[src/hw/rtl/mwsal_pkg.sv]
// types of the shortest window sum block; cmd_t and status_t are shared with the datapath
`timescale 1ns / 1ps

package mwsal_pkg;

    typedef enum logic [1:0] {
        ST_IDLE,
        ST_READ,
        ST_CHECK,
        ST_EMIT
    } state_t;

    typedef struct packed {
        logic capture;
        logic push;
        logic mark_over;
        logic rd_oldest;
        logic pop;
        logic upd_best;
        logic emit;
    } cmd_t;

    typedef struct packed {
        logic full;
        logic pop_ok;
        logic last;
        logic out_free;
    } status_t;

endpackage

[src/hw/rtl/mwsal_ctrl.sv]
// controller state machine for the shortest window sum block
`timescale 1ns / 1ps

module mwsal_ctrl (
    input  logic             aclk,
    input  logic             aresetn,
    input  logic             s_valid,
    output logic             s_ready,
    input  mwsal_pkg::status_t status,
    output mwsal_pkg::cmd_t    cmd
);
    import mwsal_pkg::*;

    state_t state_reg;
    state_t state_next;
    logic   accept;

    always_ff @(posedge aclk) begin
        if (!aresetn) begin
            state_reg <= ST_IDLE;
        end else begin
            state_reg <= state_next;
        end
    end

    always_comb begin
        state_next = state_reg;
        cmd        = '0;
        s_ready    = 1'b0;
        accept     = 1'b0;
        case (state_reg)
            ST_IDLE: begin
                s_ready = 1'b1;
                accept  = s_valid;
                if (accept) begin
                    cmd.capture = 1'b1;
                    if (status.full) begin
                        cmd.mark_over = 1'b1;
                        state_next    = ST_EMIT;
                    end else begin
                        cmd.push   = 1'b1;
                        state_next = ST_READ;
                    end
                end
            end
            ST_READ: begin
                cmd.rd_oldest = 1'b1;
                state_next    = ST_CHECK;
            end
            ST_CHECK: begin
                if (status.pop_ok) begin
                    cmd.pop    = 1'b1;
                    state_next = ST_READ;
                end else begin
                    cmd.upd_best = 1'b1;
                    state_next   = ST_EMIT;
                end
            end
            ST_EMIT: begin
                // non-last words leave here at once
                if (!status.last) begin
                    state_next = ST_IDLE;
                end else if (status.out_free) begin
                    cmd.emit   = 1'b1;
                    state_next = ST_IDLE;
                end
            end
            default: begin
                state_next = ST_IDLE;
            end
        endcase
    end

endmodule

[config.mk]
export PLATFORM = sky130hd
export DESIGN_NAME = mwsal_ctrl
export DESIGN_NICKNAME = d
export VERILOG_FILES = /design/src/hw/rtl/mwsal_pkg.sv /design/src/hw/rtl/mwsal_ctrl.sv
export SDC_FILE = /design/constraint.sdc
export NUM_CORES = 1
export LEC_CHECK = 0
export ABC_AREA = 1
export BUFFER_PORTS_ARGS = -buffer_cell sky130_fd_sc_hd__buf_4
export CORE_AREA = 2 2 39 41
export DETAILED_ROUTE_END_ITERATION = 8
export DIE_AREA = 0 0 41 43
export GPL_ROUTABILITY_DRIVEN = 0
export PLACE_DENSITY = 0.34
export SLEW_MARGIN = 20
export SYNTH_ARGS = -nofsm -noshare
export SYNTH_HDL_FRONTEND = slang
export SYNTH_SLANG_ARGS = --single-unit
[constraint.sdc]
create_clock -name aclk -period 2.2 [get_ports aclk]
set_input_delay 0.22 -clock aclk [delete_from_list [all_inputs] [get_ports aclk]]
set_output_delay 0.22 -clock aclk [all_outputs]
set_load 0.1 [all_outputs]
==> impl_metrics.yaml, run 1 <==
cts:
  ctsLongestPathBuffers: 2
  clk_pin_slew_worst_paths_ns: 0.03
  cts_tree: "yes"
  cts-root-buf: "clkbuf_4"
  cts_made_buffers: 3
  post-cts-setup-buffers: 0
  cts_resized: 0
  cts_sinks: 2
  postCtsHoldBufs: 0
  h-tree-depth: 1
  insertion_delay_ns: 0.22
pwr:
  p_sw_share_pct: 52.69
  power.internal_uw: 136.9
  leakagePower_nw: 0.1811
  total_power_uw: 289.3
  powerDensity_nw_per_um2: 879.2
  power_switching_uw: 152.4
  p_seq_share_pct: 17.1
  clkPwrFrac_pct: 27.4
  pwr-share-comb_pct: 55.4
  ir_drop_mv: 0.1823
drt:
  drc: 0
  via_per_inst: 3.541
  drtIter0Drc: 1
  ant_nets: 0
  drt_wl_total_um: 476
  vias: 216
  wl_per_cell_um: 7.803
  firstDrtPassIters: 2
floorplan:
  dieHeight_um: 43
  die_area_um2: 1763
  pin_count: 15
  rows: 14
  core_um2: 1384
  start_util_pct: 11.57
  dieWidth_um: 41
place:
  dp_hpwl_um: 417
  portBuffers: 14
sta:
  final.setup.tns_ns: 0
  min_period_ns: 1.454
  maxSlewHeadroom_pct: 82.01
  final-max-slew-violation-count: 0
  tightest_slew_ns: 0.2695
  fin_skew_ns: 0.00003510
  rsz0062_at_grt: "false"
  setup_viol: 0
  fmax_ghz: 0.6880
  hold_viol: 0
  fin_crit_sh_pct: 66.07
synthesis:
  syn-instance-count: 28
  synth-async-reset-ratio_pct: 0
  synth_top_cell_area_share_pct: 25.00
  synth_area_leaders: "dfxtp_1, inv_1, nand2_1"
  synth_seq_cells: 2
  synth_most_common_cell: "inv_1"
  syn_nets: 35
  postSynthAreaPerCell_um2: 5.720
  synth_edf_count: 0
  synth_common_cells: "inv_1, nand2_1, nor2_1"
  syn-cell-area_um2: 160.2
  synthFlopType: "dfxtp_1"
  synth_largest_area_cell: "dfxtp_1"
  yosysSeqAreaShare_pct: 25.00
  yosys_warnings: 0
  synth_cell_types: 13
cells_and_area:
  multiInputGateArea_um2: 111.4
  largest_reg_flops: 2
  fillers: 173
  nets: 54
  seqCellArea_um2: 40.04
  drive_gt1_share_pct: 55.56
  antennaDiodeCount: 0
  syn2layout_area_growth_pct: 105.5
worst_setup_path:
  critical_path_class: "register to primary output"
  required_ns: 1.98
  crit_path_end_kind: "primary output"
  worstPathArrival_ns: 1.23
  max_stage_delay_ns: 0.44
  cp-start-kind: "register"
  cp_cell_sequence: "inv_1, nor3_2, buf_4"
  crit_slowest_cell: "dfxtp_1"
  crit_path_max_fanout: 6
global_route:
  overflow: 0
  grt_pass1_wl_um: 676
  grt_max_degree: 7
  grt_pass1_vias: 201
  grt_use_total_pct: 6.000
  antenna_found_initial: 0
min_path:
  worstHoldPathType: "input port to register"
run_status:
  status: "complete, no violations"
flow_run:
  cap_violations: 0
-- metrics by stage --
stage               utilization [%]  hold WS [ns]  instance area (µm²)  instances  setup slack, ns
finish                        23.78        0.2388                329.1         61           0.7464
global route                  23.78        0.2828                329.1         61           0.6583
CTS                           23.78        0.2355                329.1         61           0.7188
detailed placement            22.15        0.4672                306.5         58           0.9607
global placement              22.15        0.4668                306.5         58           0.9576
floorplan                         -        0.3602                181.4         28           0.1315
-- cells in the final DEF (no fill, tap or decap) --
cell       n
nand3_1    2
nor3_2     1
o21ai_0    1
dfxtp_1    2
clkbuf_4   3
nor2_4     1
nand2_1    5
inv_1      6
nor3_4     1
nor2_2     2
a21oi_2    1
nor2_1     2
a21oi_1    1
buf_4     14
nand4_1    1
inv_2      2
-- path summary, 6_finish.rpt --
path	cells past startpoint	slack (ns)	from	endpoint
worst max-delay path	3	0.75	state_reg[1]	cmd[2]
worst min-delay path	3	0.24	aresetn	state_reg[1]
worst max register to register	5	1.28	state_reg[1]	state_reg[1]
worst min register to register	2	0.63	state_reg[1]	state_reg[1]
-- power groups by stage --
stage | clock, mW | combinational, mW | sequential (mW)
detailed placement | 0 | 0.162 | 0.0502
finish | 0.0793 | 0.160 | 0.0496
CTS | 0.0854 | 0.162 | 0.0497
global placement | 0 | 0.163 | 0.0504
floorplan | 0 | 0.129 | 0.0489
global route | 0.0859 | 0.169 | 0.0510
-- area by class of cell --
cell class / count / area share (%)
multi-input combinational: 18 / 33.84
sequential: 2 / 12.17
inverter: 8 / 9.125
tap: 16 / 6.084
timing repair buffer: 14 / 31.94
clock buffer: 3 / 6.844
-- worst max-delay path: cells and delay by family, from the launching register on --
family | cells | cell delay [ns]
and+or+nand+nor | 1 | 0.16
buffers and inverters | 2 | 0.40
DFF | 1 | 0.44
-- routing by layer --
layer	vias to the layer above	share of wire, %	global-route usage (%)
li1	119	-	-
met1	88	33	4.762
met3	0	12	1.571
met5	-	0	0
met2	9	55	10.31
met4	0	0	6.000
-- kinds of logic after synthesis --
group	synth area share, %
flops	25.00
compound gates	11.71
buf+inv	18.75
simple gates	44.53
(Power assumes the default switching activity.)
==> run 2: changes to the inputs <==
clock period = 1.5 ns   (was 2.2 ns; I/O delays follow)
==> run 2 against run 1 <==
  * Cell count unchanged
  * Power rose by 52%
  * First-iteration DRC count shrank 100%
  * Wire length is 13% higher
  * Highest routed layer unchanged
  * Largest cell class unchanged
  * Cell area increased by 4.9%
  * Core utilization is 1.2 points higher
==> impl_metrics.yaml, run 2 (synthesized netlist as in run 1, its figures left out) <==
drt:
  firstDrtPassIters: 1
  drc: 0
  wl_per_cell_um: 8.820
  vias: 214
  drt_wl_total_um: 538
  via_per_inst: 3.508
  ant_nets: 0
  drtIter0Drc: 0
worst_setup_path:
  crit_slowest_cell: "dfxtp_1"
  critical_path.top_delay_family: "buffers and inverters"
  cp-start-kind: "register"
  rr_startpoint: "state_reg[1]"
  rrSetupSlack_ns: 0.57
  max_stage_delay_ns: 0.36
  cp-startpoint: "state_reg[1]"
  required_ns: 1.35
  cp_cell_sequence: "nor2_4, inv_4, nor3_4, buf_4"
  cp.depth: 4
  path_buf_inv: 2
  reg2regPathDepth: 5
  worstPathArrival_ns: 1.27
  critical_path_class: "register to primary output"
  endpoint: "cmd[5]"
  crit_path_max_fanout: 6
  r2r_end: "state_reg[1]"
  crit_path_end_kind: "primary output"
cts:
  cts_made_buffers: 3
  cts-root-buf: "clkbuf_4"
  cts_sinks: 2
  post-cts-setup-buffers: 0
  h-tree-depth: 1
  postCtsHoldBufs: 0
  clk_pin_slew_worst_paths_ns: 0.03
  ctsLongestPathBuffers: 2
  cts_tree: "yes"
  insertion_delay_ns: 0.22
  cts_resized: 0
floorplan:
  pin_count: 15
  start_util_pct: 11.57
  dieWidth_um: 41
  core_um2: 1384
  die_area_um2: 1763
  dieHeight_um: 43
  rows: 14
global_route:
  overflow: 0
  antenna_found_initial: 0
  grt_max_degree: 7
  grt_use_total_pct: 7.932
  grt_pass1_vias: 222
  grt_pass1_wl_um: 869
pwr:
  ir_drop_mv: 0.3277
  powerDensity_nw_per_um2: 1272
  total_power_uw: 439.2
  leakagePower_nw: 0.1823
sta:
  rsz0062_at_grt: "false"
  hold_viol: 0
  min_period_ns: 1.422
  fin_crit_sh_pct: 94.81
  setup_viol: 0
  tightest_slew_ns: 0.2837
  maxSlewHeadroom_pct: 81.24
  fin_skew_ns: 0.000007550
  final.setup.worst_slack_ns: 0.07780
  final-max-slew-violation-count: 0
  final.setup.tns_ns: 0
  fmax_ghz: 0.7031
cells_and_area:
  syn2layout_area_growth_pct: 115.6
  final_common_cell: "buf_4"
  nets: 54
  largest_reg_flops: 2
  design_area_um2: 345.3
  final_cell_count_no_fill: 61
  drive_gt1_share_pct: 60.00
  seqCellArea_um2: 41.29
  multiInputGateArea_um2: 123.9
  antennaDiodeCount: 0
  final_cell_mix: "buf_4, inv_1, nand2_1, nor2_4, clkbuf_4"
  fillers: 157
place:
  place_area_um2: 322.8
  dp_hpwl_um: 452.2
  placedCellCount: 58
  pre_cts_ws_ns: 0.3035
  portBuffers: 14
run_status:
  status: "complete, no violations"
min_path:
  worstHoldPathType: "input port to register"
flow_run:
  cap_violations: 0
run 2: power breakdown:
group / total [mW] / switching, mW / internal, mW
Combinational: 0.247 / 0.191 / 0.0561
Sequential: 0.0739 / 0.0131 / 0.0608
Clock: 0.119 / 0.0303 / 0.0882
Total: 0.439 / 0.234 / 0.205
run 2: how the worst min path moves through the flow:
stage                     slack [ns]  cells after the start      endpoint  startpoint
after global routing            0.20                      3  state_reg[1]     aresetn
after floorplan                 0.29                      2  state_reg[1]     aresetn
after CTS                       0.17                      3  state_reg[1]     aresetn
after detailed placement        0.40                      3  state_reg[1]     aresetn
final                           0.18                      3  state_reg[1]     aresetn
after global placement          0.39                      3  state_reg[1]     aresetn
run 2: worst min-delay path: cells and delay by family:
kind	cells	cell delay, ns
compound gates	1	0.09
buf+inv	2	0.13
run 2: metrics by stage:
stage / hold WS (ns) / utilization (%)
CTS: 0.1730 / 24.95
detailed placement: 0.3956 / 23.33
global placement: 0.3939 / 23.33
global route: 0.1991 / 24.95
floorplan: 0.2902 / -
finish: 0.1768 / 24.95
run 2: final cells by class:
cell class	count	share of cell area, %
multi-input combinational	18	35.87
tap	16	5.797
clock buffer	3	6.522
timing repair buffer	14	30.43
inverter	8	9.420
sequential	2	11.96
run 2: per-layer routing:
metal | wire, µm | track usage, % | vias up
met1 | 192 | 7.074 | 89
met3 | 27 | 3.141 | 0
met4 | 0 | 8.000 | 0
met5 | 0 | 0 | -
met2 | 318 | 12.19 | 4
li1 | - | - | 121
